[config.mk]
export PLATFORM = sky130hd
export DESIGN_NAME = midi_running_status_cc_decoder_flat
export DESIGN_NICKNAME = d
export VERILOG_FILES = /design/src/sv/rscc_pkg.sv /design/src/sv/rscc_byte_if.sv /design/src/sv/rscc_evt_if.sv /design/src/sv/rscc_cfg_if.sv /design/src/sv/rscc_parser.sv /design/src/sv/rscc_decode.sv /design/src/sv/midi_running_status_cc_decoder.sv /design/src/flat_wrapper.sv
export SDC_FILE = /design/constraint.sdc
export NUM_CORES = 1
export LEC_CHECK = 0
export ABC_AREA = 1
export BUFFER_PORTS_ARGS = -buffer_cell sky130_fd_sc_hd__buf_2
export CAP_MARGIN = 0
export CORE_AREA = 3 3 97 99
export CTS_BUF_LIST = sky130_fd_sc_hd__clkbuf_16
export DETAILED_ROUTE_END_ITERATION = 10
export DIE_AREA = 0 0 100 102
export PLACE_DENSITY = 0.65
export SETUP_SLACK_MARGIN = 0.5
export SLEW_MARGIN = 10
export SYNTH_ARGS = -nofsm -noshare
export SYNTH_HDL_FRONTEND = slang
export SYNTH_SLANG_ARGS = --single-unit
[constraint.sdc]
create_clock -name i_clk -period 3.01 [get_ports i_clk]
set_clock_uncertainty 0.15 [all_clocks]
set_input_delay 0 -clock i_clk [delete_from_list [all_inputs] [get_ports i_clk]]
set_output_delay 0 -clock i_clk [all_outputs]
set_load 0.02 [all_outputs]
[src/sv/rscc_pkg.sv]
// ----------------------------------------------------------------------------
// rscc_pkg
// Shared constants and types for the MIDI running-status CC decoder.
// ----------------------------------------------------------------------------
package rscc_pkg;

    // Default sizes of the send matrix
    localparam int unsigned NUM_SENDS_DEF  = 3;
    localparam int unsigned NUM_TRACKS_DEF = 8;

    // Byte classes
    localparam logic [7:0] REALTIME_MIN   = 8'hF8;
    localparam logic [7:0] SYS_COMMON_MIN = 8'hF0;

    // Real-time bytes that produce transport events
    localparam logic [7:0] RT_CLOCK    = 8'hF8;
    localparam logic [7:0] RT_START    = 8'hFA;
    localparam logic [7:0] RT_CONTINUE = 8'hFB;
    localparam logic [7:0] RT_STOP     = 8'hFC;

    // Status high nibbles
    localparam logic [3:0] HI_CTRL_CHANGE = 4'hB;
    localparam logic [3:0] HI_PROG_CHANGE = 4'hC;
    localparam logic [3:0] HI_CHAN_PRESS  = 4'hD;

    // Controller numbers and thresholds
    localparam logic [6:0] SEND_BASE_CC  = 7'd20;
    localparam logic [6:0] SONG_CC       = 7'd102;
    localparam logic [6:0] ARM_THRESHOLD = 7'd64;

    // Configuration port
    localparam int unsigned CFG_IDX_W  = 2;
    localparam int unsigned CFG_DATA_W = 8;
    localparam logic [CFG_IDX_W-1:0] CFG_ARM_CONTROLLER  = 2'd0;
    localparam logic [CFG_IDX_W-1:0] CFG_ARM_CHANNEL_SEL = 2'd1;

    typedef enum logic [2:0] {
        KIND_MSG      = 3'd0,
        KIND_CLOCK    = 3'd1,
        KIND_START    = 3'd2,
        KIND_CONTINUE = 3'd3,
        KIND_STOP     = 3'd4
    } t_event_kind;

    // Assembled message handed from the parser to the CC decode stage
    typedef struct packed {
        t_event_kind kind;
        logic [7:0]  status;
        logic [6:0]  first;
        logic [6:0]  second;
        logic [1:0]  length;
    } t_msg;

    // Final result item
    typedef struct packed {
        t_event_kind kind;
        logic [7:0]  status;
        logic [6:0]  first;
        logic [6:0]  second;
        logic [1:0]  length;
        logic        arm_update;
        logic        armed_level;
        logic        send_update;
        logic [2:0]  send_track;
        logic [1:0]  send_bus;
        logic        song_request;
    } t_result;

endpackage

[src/sv/rscc_byte_if.sv]
// ----------------------------------------------------------------------------
// rscc_byte_if
// Valid/ready channel carrying one raw MIDI byte per transaction.
// ----------------------------------------------------------------------------
interface rscc_byte_if;
    logic       valid;
    logic       ready;
    logic [7:0] byte_in;

    modport source (output valid, output byte_in, input ready);
    modport sink   (input valid, input byte_in, output ready);
endinterface

[src/sv/rscc_evt_if.sv]
// ----------------------------------------------------------------------------
// rscc_evt_if
// Valid/ready channel carrying one decoded MIDI event per transaction.
// ----------------------------------------------------------------------------
interface rscc_evt_if;
    logic       valid;
    logic       ready;
    logic [2:0] event_kind;
    logic [7:0] msg_status;
    logic [6:0] msg_first;
    logic [6:0] msg_second;
    logic [1:0] msg_length;
    logic       arm_update;
    logic       armed_level;
    logic       send_update;
    logic [2:0] send_track;
    logic [1:0] send_bus;
    logic       song_request;

    modport source (
        output valid, output event_kind, output msg_status, output msg_first,
        output msg_second, output msg_length, output arm_update, output armed_level,
        output send_update, output send_track, output send_bus, output song_request,
        input ready
    );
    modport sink (
        input valid, input event_kind, input msg_status, input msg_first,
        input msg_second, input msg_length, input arm_update, input armed_level,
        input send_update, input send_track, input send_bus, input song_request,
        output ready
    );
endinterface

[src/sv/rscc_cfg_if.sv]
// ----------------------------------------------------------------------------
// rscc_cfg_if
// Register write channel: index and data, one write per transaction.
// ----------------------------------------------------------------------------
interface rscc_cfg_if;
    logic                             valid;
    logic                             ready;
    logic [rscc_pkg::CFG_IDX_W-1:0]   index;
    logic [rscc_pkg::CFG_DATA_W-1:0]  data;

    modport source (output valid, output index, output data, input ready);
    modport sink   (input valid, input index, input data, output ready);
endinterface

[src/sv/rscc_parser.sv]
// ----------------------------------------------------------------------------
// rscc_parser
// Byte-level MIDI parser: keeps running status and the first data byte,
// and registers each complete channel message or transport event.
// ----------------------------------------------------------------------------
module rscc_parser (
    input  logic            i_clk,
    input  logic            i_rst_n,
    input  logic [7:0]      i_byte,
    input  logic            i_valid,
    output logic            o_ready,
    output rscc_pkg::t_msg  o_msg,
    output logic            o_valid,
    input  logic            i_ready
);

    logic [7:0]     r_status;
    logic [1:0]     r_exp;
    logic           r_recv;
    logic [6:0]     r_first;
    logic           r_valid;
    rscc_pkg::t_msg r_msg;

    logic [7:0]     n_status;
    logic [1:0]     n_exp;
    logic           n_recv;
    logic [6:0]     n_first;
    rscc_pkg::t_msg w_msg;
    logic           w_emit;
    logic           w_acc;

    // Take a byte whenever the message register is free or being drained
    assign o_ready = !r_valid || i_ready;
    assign w_acc   = i_valid && o_ready;
    assign o_valid = r_valid;
    assign o_msg   = r_msg;

    // Classify the byte and advance the parser state
    always_comb begin
        n_status      = r_status;
        n_exp         = r_exp;
        n_recv        = r_recv;
        n_first       = r_first;
        w_emit        = 1'b0;
        w_msg         = '0;
        w_msg.kind    = rscc_pkg::KIND_MSG;
        if (i_byte >= rscc_pkg::REALTIME_MIN) begin
            // Real-time: transport events only, running status untouched
            case (i_byte)
                rscc_pkg::RT_CLOCK: begin
                    w_emit     = 1'b1;
                    w_msg.kind = rscc_pkg::KIND_CLOCK;
                end
                rscc_pkg::RT_START: begin
                    w_emit     = 1'b1;
                    w_msg.kind = rscc_pkg::KIND_START;
                end
                rscc_pkg::RT_CONTINUE: begin
                    w_emit     = 1'b1;
                    w_msg.kind = rscc_pkg::KIND_CONTINUE;
                end
                rscc_pkg::RT_STOP: begin
                    w_emit     = 1'b1;
                    w_msg.kind = rscc_pkg::KIND_STOP;
                end
                default: begin
                end
            endcase
        end else if (i_byte[7]) begin
            if (i_byte >= rscc_pkg::SYS_COMMON_MIN) begin
                // System common: drop running status
                n_status = '0;
                n_exp    = '0;
                n_recv   = 1'b0;
            end else begin
                n_status = i_byte;
                n_recv   = 1'b0;
                case (i_byte[7:4]) inside
                    rscc_pkg::HI_PROG_CHANGE, rscc_pkg::HI_CHAN_PRESS: n_exp = 2'd1;
                    default: n_exp = 2'd2;
                endcase
            end
        end else if (r_status[7]) begin
            // Data byte under running status
            w_msg.status = r_status;
            w_msg.length = 2'(r_exp + 2'd1);
            if (!r_recv) begin
                n_first = i_byte[6:0];
                if (r_exp == 2'd1) begin
                    w_emit      = 1'b1;
                    w_msg.first = i_byte[6:0];
                end else begin
                    n_recv = 1'b1;
                end
            end else begin
                n_recv       = 1'b0;
                w_emit       = 1'b1;
                w_msg.first  = r_first;
                w_msg.second = i_byte[6:0];
            end
        end
    end

    // Parser state and message register
    always_ff @(posedge i_clk) begin
        if (!i_rst_n) begin
            r_status <= '0;
            r_exp    <= '0;
            r_recv   <= 1'b0;
            r_first  <= '0;
            r_valid  <= 1'b0;
        end else begin
            if (w_acc) begin
                r_status <= n_status;
                r_exp    <= n_exp;
                r_recv   <= n_recv;
                r_first  <= n_first;
            end
            if (o_ready) begin
                r_valid <= w_acc && w_emit;
            end
        end
    end

    // Load the message payload
    always_ff @(posedge i_clk) begin
        if (w_acc && w_emit) begin
            r_msg <= w_msg;
        end
    end

`ifndef ASSERT_OFF
    a_recv_needs_status: assert property (@(posedge i_clk) disable iff (!i_rst_n)
        r_recv |-> (r_status[7] && r_exp == 2'd2))
        else $error("first data byte held without a two-byte running status");

    a_transport_blank: assert property (@(posedge i_clk) disable iff (!i_rst_n)
        (r_valid && r_msg.kind != rscc_pkg::KIND_MSG)
            |-> (r_msg.length == 2'd0 && r_msg.status == 8'd0))
        else $error("transport event carries message fields");
`endif

endmodule

[src/sv/rscc_decode.sv]
// ----------------------------------------------------------------------------
// rscc_decode
// Control-change decode: arm, send-level and song-request flags, registered
// into the result stage.
// ----------------------------------------------------------------------------
module rscc_decode #(
    parameter int unsigned NUM_SENDS  = rscc_pkg::NUM_SENDS_DEF,
    parameter int unsigned NUM_TRACKS = rscc_pkg::NUM_TRACKS_DEF
) (
    input  logic              i_clk,
    input  logic              i_rst_n,
    input  rscc_pkg::t_msg    i_msg,
    input  logic              i_valid,
    output logic              o_ready,
    input  logic [6:0]        i_arm_controller,
    input  logic [4:0]        i_arm_channel_sel,
    output rscc_pkg::t_result o_res,
    output logic              o_valid,
    input  logic              i_ready
);

    logic              r_valid;
    rscc_pkg::t_result r_res;
    rscc_pkg::t_result w_res;

    logic       w_is_cc;
    logic [4:0] w_chan;
    logic [6:0] w_cc_off;
    logic       w_arm;
    logic       w_send;
    logic       w_acc;

    assign o_ready = !r_valid || i_ready;
    assign w_acc   = i_valid && o_ready;
    assign o_valid = r_valid;
    assign o_res   = r_res;

    // Decode the controller against config and the send matrix
    assign w_is_cc  = (i_msg.status[7:4] == rscc_pkg::HI_CTRL_CHANGE);
    assign w_chan   = {1'b0, i_msg.status[3:0]} + 5'd1;
    assign w_cc_off = i_msg.first - rscc_pkg::SEND_BASE_CC;
    assign w_arm    = w_is_cc && (i_msg.first == i_arm_controller)
                      && (i_arm_channel_sel == 5'd0 || w_chan == i_arm_channel_sel);
    assign w_send   = w_is_cc && (i_msg.first >= rscc_pkg::SEND_BASE_CC)
                      && ({1'b0, w_cc_off} < 8'(NUM_SENDS))
                      && (w_chan <= 5'(NUM_TRACKS));

    always_comb begin
        w_res              = '0;
        w_res.kind         = i_msg.kind;
        w_res.status       = i_msg.status;
        w_res.first        = i_msg.first;
        w_res.second       = i_msg.second;
        w_res.length       = i_msg.length;
        w_res.arm_update   = w_arm;
        w_res.armed_level  = w_arm && (i_msg.second >= rscc_pkg::ARM_THRESHOLD);
        w_res.send_update  = w_send;
        w_res.send_track   = w_send ? i_msg.status[2:0] : 3'd0;
        w_res.send_bus     = w_send ? w_cc_off[1:0] : 2'd0;
        w_res.song_request = w_is_cc && (i_msg.first == rscc_pkg::SONG_CC);
    end

    // Result register
    always_ff @(posedge i_clk) begin
        if (!i_rst_n) begin
            r_valid <= 1'b0;
        end else if (o_ready) begin
            r_valid <= i_valid;
        end
    end

    always_ff @(posedge i_clk) begin
        if (w_acc) begin
            r_res <= w_res;
        end
    end

`ifndef ASSERT_OFF
    a_arm_is_cc: assert property (@(posedge i_clk) disable iff (!i_rst_n)
        (r_valid && (r_res.arm_update || r_res.send_update || r_res.song_request))
            |-> (r_res.kind == rscc_pkg::KIND_MSG && r_res.length == 2'd3))
        else $error("control-change flag on a non control-change event");

    a_level_needs_arm: assert property (@(posedge i_clk) disable iff (!i_rst_n)
        (r_valid && r_res.armed_level) |-> r_res.arm_update)
        else $error("armed level set without an arm update");

    a_track_range: assert property (@(posedge i_clk) disable iff (!i_rst_n)
        (r_valid && r_res.send_update) |-> (5'(r_res.send_track) < 5'(NUM_TRACKS)))
        else $error("send track beyond configured track count");
`endif

endmodule

[src/sv/midi_running_status_cc_decoder.sv]
// ----------------------------------------------------------------------------
// midi_running_status_cc_decoder
// Raw MIDI byte stream to channel-message and transport events, with
// control-change decoding for recorder arm, track sends and song requests.
// ----------------------------------------------------------------------------
// Takes one MIDI byte per clock and, with the result side ready, sustains one
// byte every cycle; a result is held first in the parser message register and
// then in the CC decode result register on its way to the sink. Each
// stage accepts as soon as its register is empty or being drained, so the
// input stalls only when both stages hold results the sink has not taken.
// Configuration writes are always accepted and must only happen while the
// pipeline is empty.
// ----------------------------------------------------------------------------
module midi_running_status_cc_decoder #(
    parameter int unsigned NUM_SENDS  = rscc_pkg::NUM_SENDS_DEF,
    parameter int unsigned NUM_TRACKS = rscc_pkg::NUM_TRACKS_DEF
) (
    input  logic       i_clk,
    input  logic       i_rst_n,
    rscc_byte_if.sink  i_byte,
    rscc_evt_if.source o_evt,
    rscc_cfg_if.sink   i_cfg
);

    logic [6:0]        r_arm_controller;
    logic [4:0]        r_arm_channel_sel;

    rscc_pkg::t_msg    w_msg;
    logic              w_msg_valid;
    logic              w_msg_ready;
    rscc_pkg::t_result w_res;

    // Configuration registers
    assign i_cfg.ready = 1'b1;

    always_ff @(posedge i_clk) begin
        if (!i_rst_n) begin
            r_arm_controller  <= '0;
            r_arm_channel_sel <= '0;
        end else if (i_cfg.valid) begin
            case (i_cfg.index)
                rscc_pkg::CFG_ARM_CONTROLLER:  r_arm_controller  <= i_cfg.data[6:0];
                rscc_pkg::CFG_ARM_CHANNEL_SEL: r_arm_channel_sel <= i_cfg.data[4:0];
                default: begin
                end
            endcase
        end
    end

    // Byte parser
    rscc_parser u_parser (
        .i_clk   (i_clk),
        .i_rst_n (i_rst_n),
        .i_byte  (i_byte.byte_in),
        .i_valid (i_byte.valid),
        .o_ready (i_byte.ready),
        .o_msg   (w_msg),
        .o_valid (w_msg_valid),
        .i_ready (w_msg_ready)
    );

    // Control-change decode and result register
    rscc_decode #(
        .NUM_SENDS  (NUM_SENDS),
        .NUM_TRACKS (NUM_TRACKS)
    ) u_decode (
        .i_clk             (i_clk),
        .i_rst_n           (i_rst_n),
        .i_msg             (w_msg),
        .i_valid           (w_msg_valid),
        .o_ready           (w_msg_ready),
        .i_arm_controller  (r_arm_controller),
        .i_arm_channel_sel (r_arm_channel_sel),
        .o_res             (w_res),
        .o_valid           (o_evt.valid),
        .i_ready           (o_evt.ready)
    );

    // Drive the event channel
    assign o_evt.event_kind   = 3'(w_res.kind);
    assign o_evt.msg_status   = w_res.status;
    assign o_evt.msg_first    = w_res.first;
    assign o_evt.msg_second   = w_res.second;
    assign o_evt.msg_length   = w_res.length;
    assign o_evt.arm_update   = w_res.arm_update;
    assign o_evt.armed_level  = w_res.armed_level;
    assign o_evt.send_update  = w_res.send_update;
    assign o_evt.send_track   = w_res.send_track;
    assign o_evt.send_bus     = w_res.send_bus;
    assign o_evt.song_request = w_res.song_request;

endmodule

[src/flat_wrapper.sv]
// flat-port wrapper written by rule: the top's interface ports become plain ports
module midi_running_status_cc_decoder_flat 
#(
    parameter int unsigned NUM_SENDS  = rscc_pkg::NUM_SENDS_DEF,
    parameter int unsigned NUM_TRACKS = rscc_pkg::NUM_TRACKS_DEF
)
  (i_clk, i_rst_n, i_byte_valid, i_byte_byte_in, i_byte_ready, o_evt_valid, o_evt_event_kind, o_evt_msg_status, o_evt_msg_first, o_evt_msg_second, o_evt_msg_length, o_evt_arm_update, o_evt_armed_level, o_evt_send_update, o_evt_send_track, o_evt_send_bus, o_evt_song_request, o_evt_ready, i_cfg_valid, i_cfg_index, i_cfg_data, i_cfg_ready);
  rscc_byte_if i_byte_i ();
  rscc_evt_if o_evt_i ();
  rscc_cfg_if i_cfg_i ();
  input  logic i_clk;
  input  logic i_rst_n;
  input wire logic [$bits(i_byte_i.valid)-1:0] i_byte_valid;
  input wire logic [$bits(i_byte_i.byte_in)-1:0] i_byte_byte_in;
  output wire logic [$bits(i_byte_i.ready)-1:0] i_byte_ready;
  output wire logic [$bits(o_evt_i.valid)-1:0] o_evt_valid;
  output wire logic [$bits(o_evt_i.event_kind)-1:0] o_evt_event_kind;
  output wire logic [$bits(o_evt_i.msg_status)-1:0] o_evt_msg_status;
  output wire logic [$bits(o_evt_i.msg_first)-1:0] o_evt_msg_first;
  output wire logic [$bits(o_evt_i.msg_second)-1:0] o_evt_msg_second;
  output wire logic [$bits(o_evt_i.msg_length)-1:0] o_evt_msg_length;
  output wire logic [$bits(o_evt_i.arm_update)-1:0] o_evt_arm_update;
  output wire logic [$bits(o_evt_i.armed_level)-1:0] o_evt_armed_level;
  output wire logic [$bits(o_evt_i.send_update)-1:0] o_evt_send_update;
  output wire logic [$bits(o_evt_i.send_track)-1:0] o_evt_send_track;
  output wire logic [$bits(o_evt_i.send_bus)-1:0] o_evt_send_bus;
  output wire logic [$bits(o_evt_i.song_request)-1:0] o_evt_song_request;
  input wire logic [$bits(o_evt_i.ready)-1:0] o_evt_ready;
  input wire logic [$bits(i_cfg_i.valid)-1:0] i_cfg_valid;
  input wire logic [$bits(i_cfg_i.index)-1:0] i_cfg_index;
  input wire logic [$bits(i_cfg_i.data)-1:0] i_cfg_data;
  output wire logic [$bits(i_cfg_i.ready)-1:0] i_cfg_ready;
  assign i_byte_i.valid = i_byte_valid;
  assign i_byte_i.byte_in = i_byte_byte_in;
  assign i_byte_ready = i_byte_i.ready;
  assign o_evt_valid = o_evt_i.valid;
  assign o_evt_event_kind = o_evt_i.event_kind;
  assign o_evt_msg_status = o_evt_i.msg_status;
  assign o_evt_msg_first = o_evt_i.msg_first;
  assign o_evt_msg_second = o_evt_i.msg_second;
  assign o_evt_msg_length = o_evt_i.msg_length;
  assign o_evt_arm_update = o_evt_i.arm_update;
  assign o_evt_armed_level = o_evt_i.armed_level;
  assign o_evt_send_update = o_evt_i.send_update;
  assign o_evt_send_track = o_evt_i.send_track;
  assign o_evt_send_bus = o_evt_i.send_bus;
  assign o_evt_song_request = o_evt_i.song_request;
  assign o_evt_i.ready = o_evt_ready;
  assign i_cfg_i.valid = i_cfg_valid;
  assign i_cfg_i.index = i_cfg_index;
  assign i_cfg_i.data = i_cfg_data;
  assign i_cfg_ready = i_cfg_i.ready;
  midi_running_status_cc_decoder #(.NUM_SENDS(NUM_SENDS), .NUM_TRACKS(NUM_TRACKS)) u_core (.i_clk(i_clk), .i_rst_n(i_rst_n), .i_byte(i_byte_i), .o_evt(o_evt_i), .i_cfg(i_cfg_i));
endmodule
==> run_summary.xml <==
<?xml version="1.0" encoding="UTF-8"?>
<metrics>
  <group name="run_status">
    <metric name="run_status" unit="">complete, no violations</metric>
  </group>
  <group name="setup_path">
    <metric name="path_cells" unit="">ha_1 &gt; o21ai_0 &gt; nand3_1 &gt; nand2_1 &gt; inv_1 &gt; buf_4</metric>
    <metric name="path_max_fanout" unit="">27</metric>
    <metric name="slowest_stage" unit="">sky130_fd_sc_hd__dfxtp_1</metric>
    <metric name="timing_worst_setup_path_type" unit="">register to register</metric>
    <metric name="critical_path.top_delay_family" unit="">buffers and inverters</metric>
    <metric name="endpoint_kind" unit="">register</metric>
    <metric name="worstPathArrival" unit="ns">1.70</metric>
    <metric name="cp_data_required_time" unit="ns">2.86</metric>
    <metric name="critical_path_buffers_and_inverters" unit="">2</metric>
    <metric name="max_stage_delay_on_crit_path" unit="ns">0.35</metric>
    <metric name="critPathLaunchType" unit="">register</metric>
  </group>
  <group name="yosys">
    <metric name="ys.flop_type" unit="">sky130_fd_sc_hd__edfxtp_1</metric>
    <metric name="synth_top_area_share" unit="%">49.3</metric>
    <metric name="ys_types" unit="">31</metric>
    <metric name="postSynthNetCount" unit="">397</metric>
    <metric name="netlist.top_cell.by_area" unit="">sky130_fd_sc_hd__edfxtp_1</metric>
    <metric name="synth_common_cells" unit="">63 x sky130_fd_sc_hd__edfxtp_1, 59 x sky130_fd_sc_hd__nand2_1, 48 x sky130_fd_sc_hd__inv_1, 48 x sky130_fd_sc_hd__nor2_1, 32 x sky130_fd_sc_hd__dfxtp_1</metric>
    <metric name="seq_area_frac_synth" unit="%">66.0</metric>
    <metric name="synth.cell_area" unit="um2">3840</metric>
    <metric name="synth_enable_flop_cells" unit="">63</metric>
    <metric name="netlist_instances" unit="">369</metric>
    <metric name="synth_seq_cells" unit="">95</metric>
    <metric name="post-synth-top-count-cell" unit="">sky130_fd_sc_hd__edfxtp_1</metric>
    <metric name="yosysWarningCount" unit="">0</metric>
    <metric name="synthTopCellsByArea" unit="">sky130_fd_sc_hd__edfxtp_1 49%, sky130_fd_sc_hd__dfxtp_1 17%, sky130_fd_sc_hd__nand2_1 5.8%, sky130_fd_sc_hd__inv_1 4.7%, sky130_fd_sc_hd__nor2_1 4.7%</metric>
    <metric name="postSynthAreaPerCell" unit="um2">10.4</metric>
    <metric name="synth_async_sr_flop_share" unit="%">0</metric>
  </group>
  <group name="power_and_ir_drop">
    <metric name="pwr-share-clk" unit="%">40.5</metric>
    <metric name="switching_share" unit="%">20.6</metric>
    <metric name="power.density_cell_area" unit="nW/um2">552</metric>
    <metric name="sequentialPowerShare" unit="%">53.7</metric>
    <metric name="power.internal" unit="mW">2.10</metric>
    <metric name="vdd.ir_drop.worst" unit="mV">0.255</metric>
    <metric name="p_sw" unit="uW">545</metric>
    <metric name="combPwrFrac" unit="%">5.8</metric>
    <metric name="power.static_leakage" unit="nW">1.87</metric>
  </group>
  <group name="route">
    <metric name="avgRoutedWirePerCell" unit="um">13.3</metric>
    <metric name="drt_iter0_drc" unit="">146</metric>
    <metric name="route.vias.total" unit="">2786</metric>
    <metric name="drc" unit="">0</metric>
    <metric name="final_antenna_net_count" unit="">0</metric>
    <metric name="finalWirelength" unit="mm">7.62</metric>
    <metric name="detail_route.vias_per_cell" unit="">4.87</metric>
    <metric name="firstDrtPassIters" unit="">4</metric>
  </group>
  <group name="clock_tree">
    <metric name="clockBufferDepth" unit="">2</metric>
    <metric name="clk_pin_slew_worst_paths" unit="ns">0.06</metric>
    <metric name="clockRootBuffer" unit="">sky130_fd_sc_hd__clkbuf_16</metric>
    <metric name="post_cts.repair.setup_buffers" unit="">0</metric>
    <metric name="worst_skew_pair.late_latency" unit="ns">0.33</metric>
    <metric name="cts-htree-levels" unit="">3</metric>
    <metric name="cts-buffers-inserted" unit="">9</metric>
    <metric name="cts.sink_count" unit="">95</metric>
    <metric name="tritoncts_clock_tree" unit="">done</metric>
  </group>
  <group name="placed_design">
    <metric name="dp_hpwl" unit="mm">5.27</metric>
    <metric name="placement.io_buffers" unit="">59</metric>
    <metric name="dp_cells" unit="">530</metric>
    <metric name="placement.setup.worst_slack" unit="ns">1.16</metric>
    <metric name="place_congestion" unit="">0.814</metric>
    <metric name="placed_area" unit="um2">4250</metric>
  </group>
  <group name="global_routing">
    <metric name="globalRoute.totalOverflow" unit="">0</metric>
    <metric name="first_global_vias" unit="">2651</metric>
    <metric name="largest_net_degree_at_the_start_of_global_routing" unit="">37</metric>
    <metric name="wire_length_of_the_first_global_routing_pass" unit="mm">12.6</metric>
    <metric name="global_route.usage.total" unit="%">16.2</metric>
    <metric name="antenna_found_initial" unit="">0</metric>
  </group>
  <group name="sta">
    <metric name="finalCriticalPeriod" unit="ns">1.85</metric>
    <metric name="fin_setup_tns" unit="ns">0</metric>
    <metric name="final_hold_vios" unit="">0</metric>
    <metric name="layout_setup_ws" unit="ns">1.16</metric>
    <metric name="finalSetupViolations" unit="">0</metric>
    <metric name="final-max-slew-violation-count" unit="">0</metric>
    <metric name="grt_setup_unrepaired" unit="">no</metric>
    <metric name="max_clock_freq" unit="GHz">0.539</metric>
    <metric name="final.period_utilization" unit="%">61.6</metric>
    <metric name="hold_slack" unit="ns">0.0393</metric>
  </group>
  <group name="die">
    <metric name="chipWidth" unit="um">100</metric>
    <metric name="dieArea" unit="um2">10200</metric>
    <metric name="boundaryPins" unit="">62</metric>
    <metric name="rows" unit="">34</metric>
    <metric name="die_y" unit="um">102</metric>
    <metric name="std_cell_core_area" unit="um2">8640</metric>
    <metric name="initial_core_util" unit="%">44.4</metric>
  </group>
  <group name="cells_and_area">
    <metric name="design.final.nets" unit="">487</metric>
    <metric name="area_delta_synth_final" unit="%">24.8</metric>
    <metric name="finish.instance_area" unit="um2">4790</metric>
    <metric name="final_layout_size_suffix_gt1_share" unit="%">17.9</metric>
    <metric name="final_cells" unit="">572</metric>
    <metric name="diodes" unit="">0</metric>
  </group>
  <group name="worst_hold_path">
    <metric name="hold_path.class" unit="">primary input to register</metric>
  </group>
  <group name="run">
    <metric name="max-cap-violations" unit="">0</metric>
  </group>
</metrics>
-- area by class of cell --
| class | count | area [um2] |
|---|---|---|
| timing repair buffer | 87 | 571 |
| clock buffer | 9 | 225 |
| fill | 756 | 3840 |
| inverter | 50 | 191 |
| sequential | 95 | 2530 |
| multi-input combinational | 216 | 1080 |
| clock inverter | 7 | 60.1 |
| tap | 108 | 135 |
-- stage by stage --
stage | util, % | power (mW)
after floorplan | - | 1.53
after global placement | 49.2 | 1.57
after detailed placement | 49.2 | 1.57
after CTS | 55.5 | 2.66
after global routing | 55.5 | 2.75
final | 55.5 | 2.64
-- state kept, by name (all words and copies together), names as in the netlist --
name and cells:
u_core.u_parser.o_valid 1, u_core.r_arm_channel_sel 5, u_core.u_parser.r_recv 1, u_core.u_parser.r_status 8, u_core.u_parser.o_msg 27, u_core.u_parser.r_exp 2, u_core.r_arm_controller 7, u_core.u_parser.r_first 7
u_core.u_decode.o_valid 1, u_core.u_decode.o_res 36
-- cells in the final DEF (no fill, tap or decap), types with 2 or more instances in the layout --
cell type                       instances
sky130_fd_sc_hd__dlygate4sd3_1         26
sky130_fd_sc_hd__nor3_1                 3
sky130_fd_sc_hd__clkinvlp_4             2
sky130_fd_sc_hd__nand3_1               24
sky130_fd_sc_hd__o21ai_1                4
sky130_fd_sc_hd__a21oi_1               25
sky130_fd_sc_hd__nand4_1                6
sky130_fd_sc_hd__inv_1                 51
sky130_fd_sc_hd__nor2_1                48
sky130_fd_sc_hd__dfxtp_1               32
sky130_fd_sc_hd__nand2_1               59
sky130_fd_sc_hd__xnor2_1                6
sky130_fd_sc_hd__ha_1                   5
sky130_fd_sc_hd__clkbuf_16              9
sky130_fd_sc_hd__o21ai_0               22
sky130_fd_sc_hd__buf_4                  2
sky130_fd_sc_hd__edfxtp_1              63
sky130_fd_sc_hd__buf_2                 59
-- per-layer routing --
| layer | track usage (%) | vias to the layer above | part of all wire (%) |
|---|---|---|---|
| met3 | 3.62 | 20 | 6.5 |
| li1 | - | 1410 | - |
| met2 | 26.8 | 81 | 48 |
| met5 | 0 | - | 0 |
| met4 | 8.70 | 0 | 2.8 |
| met1 | 19.9 | 1275 | 43 |
-- logic make-up (layout without fill, tap and decap cells) --
group,Yosys count,in the layout,share of synthesized area [%]
fa+ha+maj,5,5,1.63
xor+xnor,6,6,1.37
other cells,1,1,0.0977
compound gates,55,55,7.40
buf+inv,58,153,6.26
simple gates,149,149,17.2
flops,95,95,66.0
-- path summary, 6_finish.rpt --
path,start,to,slack (ns),cells after the start
worst max register to register,u_core.u_parser.r_exp[0]$_SDFFE_PN0P_,u_core.u_parser.o_msg[10]$_SDFFCE_PP0P_,1.16,6
worst min-delay path,i_cfg_valid,u_core.r_arm_controller[3]$_SDFFE_PN0P_,0.04,4
worst max-delay path,u_core.u_parser.r_exp[0]$_SDFFE_PN0P_,u_core.u_parser.o_msg[10]$_SDFFCE_PP0P_,1.16,6
worst min register to register,u_core.u_parser.o_msg[6]$_SDFFCE_PP0P_,u_core.u_decode.o_res[15]$_DFFE_PP_,0.27,0
-- timing repair --
action                    in CTS  in global routing
hold buffers                  26                  0
gates resized for setup        0                  0
hold endpoints to repair      50                  0
-- worst reg2reg max path, stage by stage (launching register included) --
cell,delay [ns]
sky130_fd_sc_hd__dfxtp_1,0.35
sky130_fd_sc_hd__ha_1,0.33
sky130_fd_sc_hd__o21ai_0,0.13
sky130_fd_sc_hd__nand3_1,0.11
sky130_fd_sc_hd__nand2_1,0.07
sky130_fd_sc_hd__inv_1,0.06
sky130_fd_sc_hd__buf_4,0.31
-- power groups by stage --
stage               clock network (mW)  registers [mW]  logic, mW
finish                            1.07            1.42      0.153
global route                      1.16            1.42      0.171
CTS                               1.09            1.42      0.151
detailed placement                   0            1.45      0.124
global placement                     0            1.45      0.121
floorplan                            0            1.45     0.0797
Note: power is estimated with default switching activity, not from simulation.
